--- src/rtl/rgbnv_pkg.sv ---
// Shared types and constants for the RGB to NV12/NV21 quad converter.
// Depends on nothing; the files that use it refer to it by scoped names.
`default_nettype none

package rgbnv_pkg;

  // Pixels per 2x2 quad.
  localparam int unsigned PIX_COUNT = 4;

  // BT.601 studio-range coefficients (magnitudes; signs are in the lane math).
  localparam logic [7:0] Y_R_COEF  = 8'd66;
  localparam logic [7:0] Y_G_COEF  = 8'd129;
  localparam logic [7:0] Y_B_COEF  = 8'd25;
  localparam logic [7:0] CB_R_COEF = 8'd38;
  localparam logic [7:0] CB_G_COEF = 8'd74;
  localparam logic [7:0] CB_B_COEF = 8'd112;
  localparam logic [7:0] CR_R_COEF = 8'd112;
  localparam logic [7:0] CR_G_COEF = 8'd94;
  localparam logic [7:0] CR_B_COEF = 8'd18;

  // Rounding term and offsets. The chroma bias folds the +128 offset into
  // the sum before the shift, so the shift of a signed value becomes unsigned.
  localparam logic [16:0] ROUND_TERM  = 17'd128;
  localparam logic [16:0] CHROMA_BIAS = 17'd32768;
  localparam logic [7:0]  LUMA_OFFSET = 8'd16;

  // Chroma sample order codes.
  localparam logic ORDER_NV12 = 1'b0;
  localparam logic ORDER_NV21 = 1'b1;

  // One RGB pixel.
  typedef struct packed {
    logic [7:0] red;
    logic [7:0] green;
    logic [7:0] blue;
  } pix_t;

  // Per-pixel conversion result of one lane.
  typedef struct packed {
    logic [7:0] luma;
    logic [7:0] cb;
    logic [7:0] cr;
  } ycc_t;

endpackage

`default_nettype wire

--- src/rtl/rgbnv_in_if.sv ---
// Input channel interface: one 2x2 RGB quad per transfer.
// Depends on nothing.
`default_nettype none

interface rgbnv_in_if;
  logic       valid;
  logic       ready;
  logic [7:0] red_top_left;
  logic [7:0] green_top_left;
  logic [7:0] blue_top_left;
  logic [7:0] red_top_right;
  logic [7:0] green_top_right;
  logic [7:0] blue_top_right;
  logic [7:0] red_bottom_left;
  logic [7:0] green_bottom_left;
  logic [7:0] blue_bottom_left;
  logic [7:0] red_bottom_right;
  logic [7:0] green_bottom_right;
  logic [7:0] blue_bottom_right;

  modport source (
    output valid,
    output red_top_left, green_top_left, blue_top_left,
    output red_top_right, green_top_right, blue_top_right,
    output red_bottom_left, green_bottom_left, blue_bottom_left,
    output red_bottom_right, green_bottom_right, blue_bottom_right,
    input  ready
  );

  modport sink (
    input  valid,
    input  red_top_left, green_top_left, blue_top_left,
    input  red_top_right, green_top_right, blue_top_right,
    input  red_bottom_left, green_bottom_left, blue_bottom_left,
    input  red_bottom_right, green_bottom_right, blue_bottom_right,
    output ready
  );
endinterface

`default_nettype wire

--- src/rtl/rgbnv_out_if.sv ---
// Result channel interface: four luma samples and one chroma pair per transfer.
// Depends on nothing.
`default_nettype none

interface rgbnv_out_if;
  logic       valid;
  logic       ready;
  logic [7:0] luma_top_left;
  logic [7:0] luma_top_right;
  logic [7:0] luma_bottom_left;
  logic [7:0] luma_bottom_right;
  logic [7:0] chroma_first;
  logic [7:0] chroma_second;

  modport source (
    output valid,
    output luma_top_left, luma_top_right, luma_bottom_left, luma_bottom_right,
    output chroma_first, chroma_second,
    input  ready
  );

  modport sink (
    input  valid,
    input  luma_top_left, luma_top_right, luma_bottom_left, luma_bottom_right,
    input  chroma_first, chroma_second,
    output ready
  );
endinterface

`default_nettype wire

--- src/rtl/rgb_to_nv12_nv21_quad_unit.sv ---
// Top level of the RGB to NV12/NV21 quad converter.
// Depends on rgbnv_pkg, rgbnv_in_if, rgbnv_out_if, rgbnv_lane and rgbnv_merge.
//
// Usage:
//   in_ch carries one 2x2 quad of 8-bit RGB pixels per transfer. out_ch
//   returns four BT.601 studio-range luma samples and one averaged chroma
//   pair per quad, in input order. cfg_we/cfg_wdata write the chroma order
//   register (0 = Cb then Cr, NV12; 1 = Cr then Cb, NV21); write it only
//   while no quad is in flight.
//   A quad passes through two register stages on its way to out_ch:
//   the first stage holds the four lane results (one constant-coefficient
//   multiply-add per component in each lane), the second holds the merged
//   chroma average and the luma in the output register.
//   Throughput is one quad per cycle while out_ch takes results. Each stage
//   has its own valid bit, so a stalled receiver holds only the output
//   register and the stage behind it keeps accepting until it too is full;
//   in_ch.ready then drops. Reset (rst_n low, synchronous) empties both
//   stages and sets the chroma order to NV12.
`default_nettype none

module rgb_to_nv12_nv21_quad_unit (
  input  logic        clk,
  input  logic        rst_n,
  rgbnv_in_if.sink    in_ch,
  rgbnv_out_if.source out_ch,
  input  logic        cfg_we,
  input  logic        cfg_wdata
);

  rgbnv_pkg::pix_t [rgbnv_pkg::PIX_COUNT-1:0] pix;
  rgbnv_pkg::ycc_t [rgbnv_pkg::PIX_COUNT-1:0] lane_ycc;
  rgbnv_pkg::ycc_t [rgbnv_pkg::PIX_COUNT-1:0] s1_ycc_r;
  logic [rgbnv_pkg::PIX_COUNT-1:0][7:0]       s1_cb;
  logic [rgbnv_pkg::PIX_COUNT-1:0][7:0]       s1_cr;
  logic [rgbnv_pkg::PIX_COUNT-1:0][7:0]       out_luma_r;
  logic                                       s1_valid_r;
  logic                                       out_valid_r;
  logic                                       chroma_order_r;
  logic                                       s1_en;
  logic                                       s2_en;
  logic [7:0]                                 merge_first;
  logic [7:0]                                 merge_second;
  logic [7:0]                                 chroma_first_r;
  logic [7:0]                                 chroma_second_r;

  // Gather the quad into lane order.
  assign pix[0] = '{in_ch.red_top_left, in_ch.green_top_left, in_ch.blue_top_left};
  assign pix[1] = '{in_ch.red_top_right, in_ch.green_top_right, in_ch.blue_top_right};
  assign pix[2] = '{in_ch.red_bottom_left, in_ch.green_bottom_left,
                    in_ch.blue_bottom_left};
  assign pix[3] = '{in_ch.red_bottom_right, in_ch.green_bottom_right,
                    in_ch.blue_bottom_right};

  // Stage enables: each stage advances when it is empty or its successor moves.
  assign s2_en       = !out_valid_r || out_ch.ready;
  assign s1_en       = !s1_valid_r || s2_en;
  assign in_ch.ready = s1_en;

  // Four conversion lanes working side by side.
  for (genvar i = 0; i < rgbnv_pkg::PIX_COUNT; i++) begin : g_lane
    rgbnv_lane u_lane (
      .pix (pix[i]),
      .ycc (lane_ycc[i])
    );
    assign s1_cb[i] = s1_ycc_r[i].cb;
    assign s1_cr[i] = s1_ycc_r[i].cr;
  end

  // Chroma merge on the registered lane results.
  rgbnv_merge u_merge (
    .cb            (s1_cb),
    .cr            (s1_cr),
    .chroma_order  (chroma_order_r),
    .chroma_first  (merge_first),
    .chroma_second (merge_second)
  );

  // Configuration register.
  always_ff @(posedge clk) begin
    if (!rst_n) begin
      chroma_order_r <= rgbnv_pkg::ORDER_NV12;
    end else if (cfg_we) begin
      chroma_order_r <= cfg_wdata;
    end
  end

  // Pipeline valid bits.
  always_ff @(posedge clk) begin
    if (!rst_n) begin
      s1_valid_r  <= 1'b0;
      out_valid_r <= 1'b0;
    end else begin
      if (s1_en) begin
        s1_valid_r <= in_ch.valid;
      end
      if (s2_en) begin
        out_valid_r <= s1_valid_r;
      end
    end
  end

  // Stage one payload: lane results.
  always_ff @(posedge clk) begin
    if (s1_en && in_ch.valid) begin
      s1_ycc_r <= lane_ycc;
    end
  end

  // Output register payload.
  always_ff @(posedge clk) begin
    if (s2_en && s1_valid_r) begin
      for (int i = 0; i < rgbnv_pkg::PIX_COUNT; i++) begin
        out_luma_r[i] <= s1_ycc_r[i].luma;
      end
      chroma_first_r  <= merge_first;
      chroma_second_r <= merge_second;
    end
  end

  assign out_ch.valid             = out_valid_r;
  assign out_ch.luma_top_left     = out_luma_r[0];
  assign out_ch.luma_top_right    = out_luma_r[1];
  assign out_ch.luma_bottom_left  = out_luma_r[2];
  assign out_ch.luma_bottom_right = out_luma_r[3];
  assign out_ch.chroma_first      = chroma_first_r;
  assign out_ch.chroma_second     = chroma_second_r;

endmodule

`default_nettype wire

--- src/rtl/rgbnv_lane.sv ---
// One conversion lane: BT.601 luma and per-pixel Cb/Cr for one RGB pixel.
// Depends on rgbnv_pkg.
`default_nettype none

module rgbnv_lane (
  input  rgbnv_pkg::pix_t pix,
  output rgbnv_pkg::ycc_t ycc
);

  logic [16:0] r_ext;
  logic [16:0] g_ext;
  logic [16:0] b_ext;
  logic [16:0] luma_sum;
  logic [16:0] cb_sum;
  logic [16:0] cr_sum;

  assign r_ext = {9'd0, pix.red};
  assign g_ext = {9'd0, pix.green};
  assign b_ext = {9'd0, pix.blue};

  // Luma: weighted sum with rounding, then the studio-range offset.
  assign luma_sum = r_ext * {9'd0, rgbnv_pkg::Y_R_COEF}
                  + g_ext * {9'd0, rgbnv_pkg::Y_G_COEF}
                  + b_ext * {9'd0, rgbnv_pkg::Y_B_COEF}
                  + rgbnv_pkg::ROUND_TERM;

  // Chroma: the bias keeps both sums positive (they stay below 2^16).
  assign cb_sum = b_ext * {9'd0, rgbnv_pkg::CB_B_COEF}
                + rgbnv_pkg::ROUND_TERM + rgbnv_pkg::CHROMA_BIAS
                - r_ext * {9'd0, rgbnv_pkg::CB_R_COEF}
                - g_ext * {9'd0, rgbnv_pkg::CB_G_COEF};

  assign cr_sum = r_ext * {9'd0, rgbnv_pkg::CR_R_COEF}
                + rgbnv_pkg::ROUND_TERM + rgbnv_pkg::CHROMA_BIAS
                - g_ext * {9'd0, rgbnv_pkg::CR_G_COEF}
                - b_ext * {9'd0, rgbnv_pkg::CR_B_COEF};

  assign ycc.luma = luma_sum[15:8] + rgbnv_pkg::LUMA_OFFSET;
  assign ycc.cb   = cb_sum[15:8];
  assign ycc.cr   = cr_sum[15:8];

endmodule

`default_nettype wire

--- src/rtl/rgbnv_merge.sv ---
// Merging stage: averages the four lanes' chroma and orders the pair.
// Depends on rgbnv_pkg.
`default_nettype none

module rgbnv_merge (
  input  logic [rgbnv_pkg::PIX_COUNT-1:0][7:0] cb,
  input  logic [rgbnv_pkg::PIX_COUNT-1:0][7:0] cr,
  input  logic                                 chroma_order,
  output logic [7:0]                           chroma_first,
  output logic [7:0]                           chroma_second
);

  logic [9:0] cb_total;
  logic [9:0] cr_total;
  logic [7:0] cb_avg;
  logic [7:0] cr_avg;

  // Sum of four 8-bit values fits in 10 bits; divide by four by dropping bits.
  assign cb_total = {2'd0, cb[0]} + {2'd0, cb[1]} + {2'd0, cb[2]} + {2'd0, cb[3]};
  assign cr_total = {2'd0, cr[0]} + {2'd0, cr[1]} + {2'd0, cr[2]} + {2'd0, cr[3]};
  assign cb_avg   = cb_total[9:2];
  assign cr_avg   = cr_total[9:2];

  // NV12 sends Cb first, NV21 sends Cr first.
  always_comb begin
    case (chroma_order)
      rgbnv_pkg::ORDER_NV21: begin
        chroma_first  = cr_avg;
        chroma_second = cb_avg;
      end
      default: begin
        chroma_first  = cb_avg;
        chroma_second = cr_avg;
      end
    endcase
  end

endmodule

`default_nettype wire

--- src/flat_wrapper.sv ---
// flat-port wrapper written by rule: the top's interface ports become plain ports
module rgb_to_nv12_nv21_quad_unit_flat 
  (clk, rst_n, cfg_we, cfg_wdata, in_ch_valid, in_ch_red_top_left, in_ch_green_top_left, in_ch_blue_top_left, in_ch_red_top_right, in_ch_green_top_right, in_ch_blue_top_right, in_ch_red_bottom_left, in_ch_green_bottom_left, in_ch_blue_bottom_left, in_ch_red_bottom_right, in_ch_green_bottom_right, in_ch_blue_bottom_right, in_ch_ready, out_ch_valid, out_ch_luma_top_left, out_ch_luma_top_right, out_ch_luma_bottom_left, out_ch_luma_bottom_right, out_ch_chroma_first, out_ch_chroma_second, out_ch_ready);
  rgbnv_in_if in_ch_i ();
  rgbnv_out_if out_ch_i ();
  input  logic clk;
  input  logic rst_n;
  input  logic cfg_we;
  input  logic cfg_wdata;
  input wire logic [$bits(in_ch_i.valid)-1:0] in_ch_valid;
  input wire logic [$bits(in_ch_i.red_top_left)-1:0] in_ch_red_top_left;
  input wire logic [$bits(in_ch_i.green_top_left)-1:0] in_ch_green_top_left;
  input wire logic [$bits(in_ch_i.blue_top_left)-1:0] in_ch_blue_top_left;
  input wire logic [$bits(in_ch_i.red_top_right)-1:0] in_ch_red_top_right;
  input wire logic [$bits(in_ch_i.green_top_right)-1:0] in_ch_green_top_right;
  input wire logic [$bits(in_ch_i.blue_top_right)-1:0] in_ch_blue_top_right;
  input wire logic [$bits(in_ch_i.red_bottom_left)-1:0] in_ch_red_bottom_left;
  input wire logic [$bits(in_ch_i.green_bottom_left)-1:0] in_ch_green_bottom_left;
  input wire logic [$bits(in_ch_i.blue_bottom_left)-1:0] in_ch_blue_bottom_left;
  input wire logic [$bits(in_ch_i.red_bottom_right)-1:0] in_ch_red_bottom_right;
  input wire logic [$bits(in_ch_i.green_bottom_right)-1:0] in_ch_green_bottom_right;
  input wire logic [$bits(in_ch_i.blue_bottom_right)-1:0] in_ch_blue_bottom_right;
  output wire logic [$bits(in_ch_i.ready)-1:0] in_ch_ready;
  output wire logic [$bits(out_ch_i.valid)-1:0] out_ch_valid;
  output wire logic [$bits(out_ch_i.luma_top_left)-1:0] out_ch_luma_top_left;
  output wire logic [$bits(out_ch_i.luma_top_right)-1:0] out_ch_luma_top_right;
  output wire logic [$bits(out_ch_i.luma_bottom_left)-1:0] out_ch_luma_bottom_left;
  output wire logic [$bits(out_ch_i.luma_bottom_right)-1:0] out_ch_luma_bottom_right;
  output wire logic [$bits(out_ch_i.chroma_first)-1:0] out_ch_chroma_first;
  output wire logic [$bits(out_ch_i.chroma_second)-1:0] out_ch_chroma_second;
  input wire logic [$bits(out_ch_i.ready)-1:0] out_ch_ready;
  assign in_ch_i.valid = in_ch_valid;
  assign in_ch_i.red_top_left = in_ch_red_top_left;
  assign in_ch_i.green_top_left = in_ch_green_top_left;
  assign in_ch_i.blue_top_left = in_ch_blue_top_left;
  assign in_ch_i.red_top_right = in_ch_red_top_right;
  assign in_ch_i.green_top_right = in_ch_green_top_right;
  assign in_ch_i.blue_top_right = in_ch_blue_top_right;
  assign in_ch_i.red_bottom_left = in_ch_red_bottom_left;
  assign in_ch_i.green_bottom_left = in_ch_green_bottom_left;
  assign in_ch_i.blue_bottom_left = in_ch_blue_bottom_left;
  assign in_ch_i.red_bottom_right = in_ch_red_bottom_right;
  assign in_ch_i.green_bottom_right = in_ch_green_bottom_right;
  assign in_ch_i.blue_bottom_right = in_ch_blue_bottom_right;
  assign in_ch_ready = in_ch_i.ready;
  assign out_ch_valid = out_ch_i.valid;
  assign out_ch_luma_top_left = out_ch_i.luma_top_left;
  assign out_ch_luma_top_right = out_ch_i.luma_top_right;
  assign out_ch_luma_bottom_left = out_ch_i.luma_bottom_left;
  assign out_ch_luma_bottom_right = out_ch_i.luma_bottom_right;
  assign out_ch_chroma_first = out_ch_i.chroma_first;
  assign out_ch_chroma_second = out_ch_i.chroma_second;
  assign out_ch_i.ready = out_ch_ready;
  rgb_to_nv12_nv21_quad_unit u_core (.clk(clk), .rst_n(rst_n), .in_ch(in_ch_i), .out_ch(out_ch_i), .cfg_we(cfg_we), .cfg_wdata(cfg_wdata));
endmodule
--- config.mk ---
export PLATFORM = sky130hd
export DESIGN_NAME = rgb_to_nv12_nv21_quad_unit_flat
export DESIGN_NICKNAME = d
export VERILOG_FILES = /design/src/rtl/rgbnv_pkg.sv /design/src/rtl/rgbnv_in_if.sv /design/src/rtl/rgbnv_out_if.sv /design/src/rtl/rgb_to_nv12_nv21_quad_unit.sv /design/src/rtl/rgbnv_lane.sv /design/src/rtl/rgbnv_merge.sv /design/src/flat_wrapper.sv
export SDC_FILE = /design/constraint.sdc
export NUM_CORES = 2
export LEC_CHECK = 0
export ABC_AREA = 0
export BUFFER_PORTS_ARGS = -buffer_cell sky130_fd_sc_hd__buf_2
export CORE_MARGIN = 4
export CORE_UTILIZATION = 55
export DETAILED_ROUTE_END_ITERATION = 10
export GPL_ROUTABILITY_DRIVEN = 0
export PLACE_DENSITY = 0.78
export SYNTH_ARGS = -nofsm -noshare
export SYNTH_HDL_FRONTEND = slang
export SYNTH_SLANG_ARGS = --single-unit
--- constraint.sdc ---
create_clock -name clk -period 10.4 [get_ports clk]
set_clock_uncertainty 0.15 [all_clocks]
set_input_delay 2.08 -clock clk [delete_from_list [all_inputs] [get_ports clk]]
set_output_delay 2.08 -clock clk [all_outputs]
set_load 0.02 [all_outputs]
### Yosys cells after proc, flatten, opt, wreduce, memory -nomap -nowiden

Cells that the tools add are included.

| word-level totals | value |
|---|---|
| input bits | 102 |
| register bits after elaboration | 147 |
| word-level logic and storage cells | 119 |

| operators by class | value |
|---|---|
| add/sub/neg operators | 54 |
| mux-type cells | 2 |
| reductions and logical operators | 6 |
| multiply operators | 36 |

Operator list:

| operator | number |
|---|---|
| $mul A8 B6 Y14 const B | 12 |
| $add A15 B8 Y16 const B | 8 |
| $add A16 B16 Y16 const B | 8 |
| $sub A16 B15 Y16 | 8 |
| $mul A8 B5 Y13 const B | 8 |
| $mul A8 B3 Y11 const B | 8 |
| $add A15 B16 Y16 | 4 |
| $add A16 B13 Y16 | 4 |
| $add A16 B8 Y16 const B | 4 |
| $mul A8 B8 Y16 const B | 4 |
| $sub A16 B13 Y16 | 4 |
| $sub A16 B14 Y16 | 4 |
| $mul A8 B4 Y12 const B | 4 |
| $add A8 B5 Y8 const B | 4 |
| $add A10 B8 Y10 | 3 |
| $add A8 B8 Y9 | 2 |
| $mux W8 | 2 |
| $add A9 B8 Y10 | 1 |
| $logic_and A1 B1 Y1 | 2 |
| $logic_not A1 Y1 | 2 |
| $logic_or A1 B1 Y1 | 2 |

### Longest topological paths before layout

| logic depth | value |
|---|---|
| depth after elaboration | 5 |
| gate-level depth with buffers | 25 |
| mapped depth without buffers | 25 |

### Hierarchy

From an unflattened synthesis, not the netlist that was laid out.

| second synthesis, totals | value |
|---|---|
| cell total of the unflattened synthesis | 3605 |
| area total of the unflattened synthesis | 35021.1 sq um |

Modules (own cells, without submodules):

| module | area an instance (sq um) | cells an instance | instances |
|---|---|---|---|
| rgbnv_lane (u_core.g_lane[0].u_lane ...) | 7203.2 | 804 | 2 |
| rgbnv_lane (u_core.g_lane[2].u_lane) | 7240.7 | 810 | 1 |
| rgbnv_lane (u_core.g_lane[3].u_lane) | 7096.8 | 801 | 1 |
| rgb_to_nv12_nv21_quad_unit | 4464.3 | 156 | 1 |
| rgbnv_merge | 1813.0 | 230 | 1 |

### Worst setup path after synthesis

OpenSTA, ideal clock, no wires.

| timing | value |
|---|---|
| path kind | input -> register |
| start point | in in_ch_red_top_right[2] |
| end point | reg u_core.s1_ycc_r[46] in the netlist's numbering, data pin |
| cell stages on the path | 22 |
| path buffers | 0 |
| arrival | 7.580 ns |
| path slack | 2.410 ns |
| cells stage by stage | ha_1 ha_1 ha_1 inv_1 fa_1 inv_1 fa_1 inv_1 fa_1 inv_1 fa_1 fa_1 ha_1 and3_1 a211o_2 o31ai_4 and2b_1 nor2_1 xnor2_1 ha_1 xor2_1 xnor2_1 |

RTL lines:

| what | RTL line | text |
|---|---|---|
| start, declared | flat_wrapper.sv:14 | `input wire logic [$bits(in_ch_i.red_top_right)-1:0] in_ch_red_top_right;` |
| end signal, assigned | rgb_to_nv12_nv21_quad_unit.sv:105 | `s1_ycc_r <= lane_ycc;` |
| end, declared | rgb_to_nv12_nv21_quad_unit.sv:32 | `rgbnv_pkg::ycc_t [rgbnv_pkg::PIX_COUNT-1:0] s1_ycc_r;` |

==> reports/qor.tcl <==
set qor(netlist_instances) 3501
set qor(worst_ep_required_time_ns) 10.47
set qor(number_of_enable_type_register_cells_in_the_synthesized_netlist) 144
set qor(cts.root.buffer_cell) {clkbuf_16}
set qor(grt_overall_usage) 0.223
set qor(globalRouteOverflowTotal) 0
set qor(drt.antenna.violating_nets) 0
set qor(first_pass_iters) 8
set qor(rsz0062_at_grt) {false}
set qor(avgViaCountPerCell) 5.30
set qor(number_of_global_route_vias_before_repair) 24600
set qor(clock_insertion_delay_worst_skew_ns) 0.48
set qor(max-slew-margin-rel) 0.410
set qor(worst_hold_path_type) {flip-flop to flip-flop}
set qor(first_pass_grt_wire_length_um) 120000
set qor(finish.utilization) 0.596
set qor(period_needed_ns) 8.03
set qor(synth_area_um2) 34500
set qor(ys_warn_count) 0
set qor(clk_pin_slew_ns) 0.06
set qor(cpPeakStageDelay_ns) 0.50
set qor(design.portCount) 152
set qor(cts-hold-fix-buffers) 0
set qor(setup-violations-final) 0
set qor(crit_path_cell_trace) {buf_2 > ha_1 > ha_1 > ha_1 > inv_1 > fa_1 > inv_1 > fa_1 > inv_1 > fa_1 > inv_1 > fa_1 > fa_1 > ha_1 > and3_1 > a211o_2 > o31ai_4 > xnor2_2 > inv_2 > a2111oi_1 > o211ai_2 > xnor2_1}
set qor(drt_drc_violations_left) 0
set qor(num_rows) 91
set qor(synth_most_common_cell) {ha_1}
set qor(ys_seq_elements) 147
set qor(post_synth_most_frequent_cells) {ha_1 (928), inv_1 (874), fa_1 (373)}
set qor(cts_htree_levels) 4
set qor(wl_per_cell_um) 15.9
set qor(tightestPinTransition_ns) 0.885
set qor(worstPathArrival_ns) 8.10
set qor(cp.depth) 22
set qor(fp.dieArea_um2) 66800
set qor(cap_violations) 0
set qor(layout.nets) 5071
set qor(syn2layout_area_growth_pct) 6.91
set qor(min_delay_path_depth) 0
set qor(layout_worst_path_cycle_share) 0.772
set qor(grt_start_max_net_pins) 71
set qor(cts-buffers-inserted) 17
set qor(clock-sinks) 147
set qor(ys_async_sr_fraction) 0
set qor(path_max_fanout) 12
set qor(worst_r2r_path_depth) 16
set qor(distinct_cell_type_count_after_synthesis) 71
set qor(final_layout_size_suffix_gt1_frac) 0.0617
set qor(initial_utilization) 0.557
set qor(worst_setup_path_start_kind) {input pin}
set qor(setup.worst_path.class) {input pin to flip-flop}
set qor(floorplan.core_area_um2) 61900
set qor(antennaDiodeCount) 0
set qor(synth_top_area_frac) 0.337
set qor(timing.fmax_ghz) 0.125
set qor(dpl.hpwl_um) 62200
set qor(synth_area_per_cell_um2) 9.85
set qor(crit_path_max_delay_cell_type) {fa_1}
set qor(yosys-top-cells-area) {ha_1 (34%), fa_1 (22%), edfxtp_1 (13%), inv_1 (9.5%), xnor2_1 (5.3%)}
set qor(crit_family) {adder cells}
set qor(portBuffers) 151
set qor(post-synth-top-area-cell) {ha_1}
set qor(drt_iter0_drc) 1066
set qor(hold_viol_final) 0
set qor(worst-path-buf-inv) 6
set qor(tns_ns) 0
set qor(die_x_um) 258
set qor(dieHeight_um) 258
set qor(run_status) {completed}
set qor(clk_path_buf_depth) 2
set qor(cts.repair.resized) 0
set qor(yosysSeqAreaShare) 0.127
set qor(cts.repair_timing.setup_buffer_count) 0
set qor(timing.final.max_slew_violations) 0
set qor(cts_tree) {yes}
set qor(detailroute.via_count) 23900
set qor(antenna_violations_before_repair) 0
set qor(synth_ff_type) {edfxtp_1}
set qor(worst_setup_path_end_kind) {flip-flop}
set qor(syn-num-nets) 4904
set qor(postRouteWirelength_um) 71900
set qor(worst_path_most_repeated_cell) {fa_1}
## worst register-to-register path, cell delays in order, from the launching register on
cell and delay [ns]:
edfxtp_1 0.41, ha_1 0.25, fa_1 0.41, a21oi_1 0.16, nor2_1 0.05, nor2_1 0.15
o21bai_1 0.11, a21oi_1 0.25, xor2_1 0.13, fa_1 0.49, inv_1 0.04, ha_1 0.37
o21a_1 0.16, o21ai_0 0.16, nand2b_1 0.07, a21o_1 0.20, mux2_2 0.27
## path summary, 6_finish.rpt
path | startpoint | end | slack (ns)
setup reg to reg | u_core.s1_cb[0]$_DFFE_PP_ | u_core.out_ch.chroma_second[7]$_DFFE_PP_ | 6.30
setup / recovery | in_ch_red_top_right[7] | u_core.s1_ycc_r[47]$_DFFE_PP_ | 2.37
hold reg to reg | u_core.s1_ycc_r[41]$_DFFE_PP_ | u_core.out_ch.luma_top_right[1]$_DFFE_PP_ | 0.27
hold / removal | u_core.s1_ycc_r[41]$_DFFE_PP_ | u_core.out_ch.luma_top_right[1]$_DFFE_PP_ | 0.27
## state kept, by name (all words and copies together), names as in the netlist, 8 cells and up
name and count:
u_core.s1_cb 32, u_core.out_ch.luma_bottom_right 8, u_core.out_ch.luma_top_left 8, u_core.s1_cr 32
u_core.out_ch.luma_top_right 8, u_core.out_ch.chroma_second 8, u_core.out_ch.chroma_first 8, u_core.s1_ycc_r 32
u_core.out_ch.luma_bottom_left 8
## layout by cell type (no fill, tap or decap), drive strengths merged, types with 15 or more instances in the layout
master	n
buf	153
nand2b	15
edfxtp	144
o21bai	65
nand2	44
inv	883
o211ai	17
a21oi	202
and3	16
nor3	39
fa	373
o21a	26
nor2b	39
clkbuf	18
ha	928
xor2	62
xnor2	208
o21ai	92
nand3	24
a21boi	18
a21o	46
nor2	121
## final cells by class
class	instances	area [um2]
Clock inverter	14	146
Inverter	876	3290
Timing Repair Buffer	153	771
Tap cell	837	1050
Fill cell	5179	25100
Sequential cell	147	4380
Multi-Input combinational cell	2473	26800
Clock buffer	18	429
## per-stage QoR
stage / cell area, um2 / setup slack (ns) / hold slack [ns] / std cells
after detailed placement: 36300 / 1.91 / 0.255 / 4486
final: 36900 / 2.37 / 0.265 / 4518
after CTS: 36900 / 2.42 / 0.264 / 4518
after global routing: 36900 / 2.18 / 0.269 / 4518
after global placement: 36300 / 2.05 / 0.251 / 4486
after floorplan: 34500 / 2.41 / 0.250 / 3501
## cells by family (layout without fill, tap and decap cells)
| kind of cell | after synthesis | in the layout | synth area share |
|---|---|---|---|
| AOI/OAI and AO/OA | 525 | 525 | 0.0969 |
| adders and majority gates | 1301 | 1301 | 0.553 |
| muxes | 15 | 15 | 0.00471 |
| xor gates and xnor gates | 270 | 270 | 0.0692 |
| buffers and inverters | 881 | 1061 | 0.0959 |
| and+or+nand+nor | 362 | 362 | 0.0533 |
| DFF | 147 | 147 | 0.127 |
## routing by layer
layer,vias to the layer above,wire length (um),part of all wire,track usage
li1,11900,-,-,-
met1,11500,33200,0.46,0.304
met2,446,33700,0.47,0.377
met3,107,3110,0.043,0.0260
met4,0,1940,0.027,0.0646
met5,-,0,0,0
Power is not shown: default switching activity piles up to over one toggle a cycle in this logic, so the estimate is an artifact.
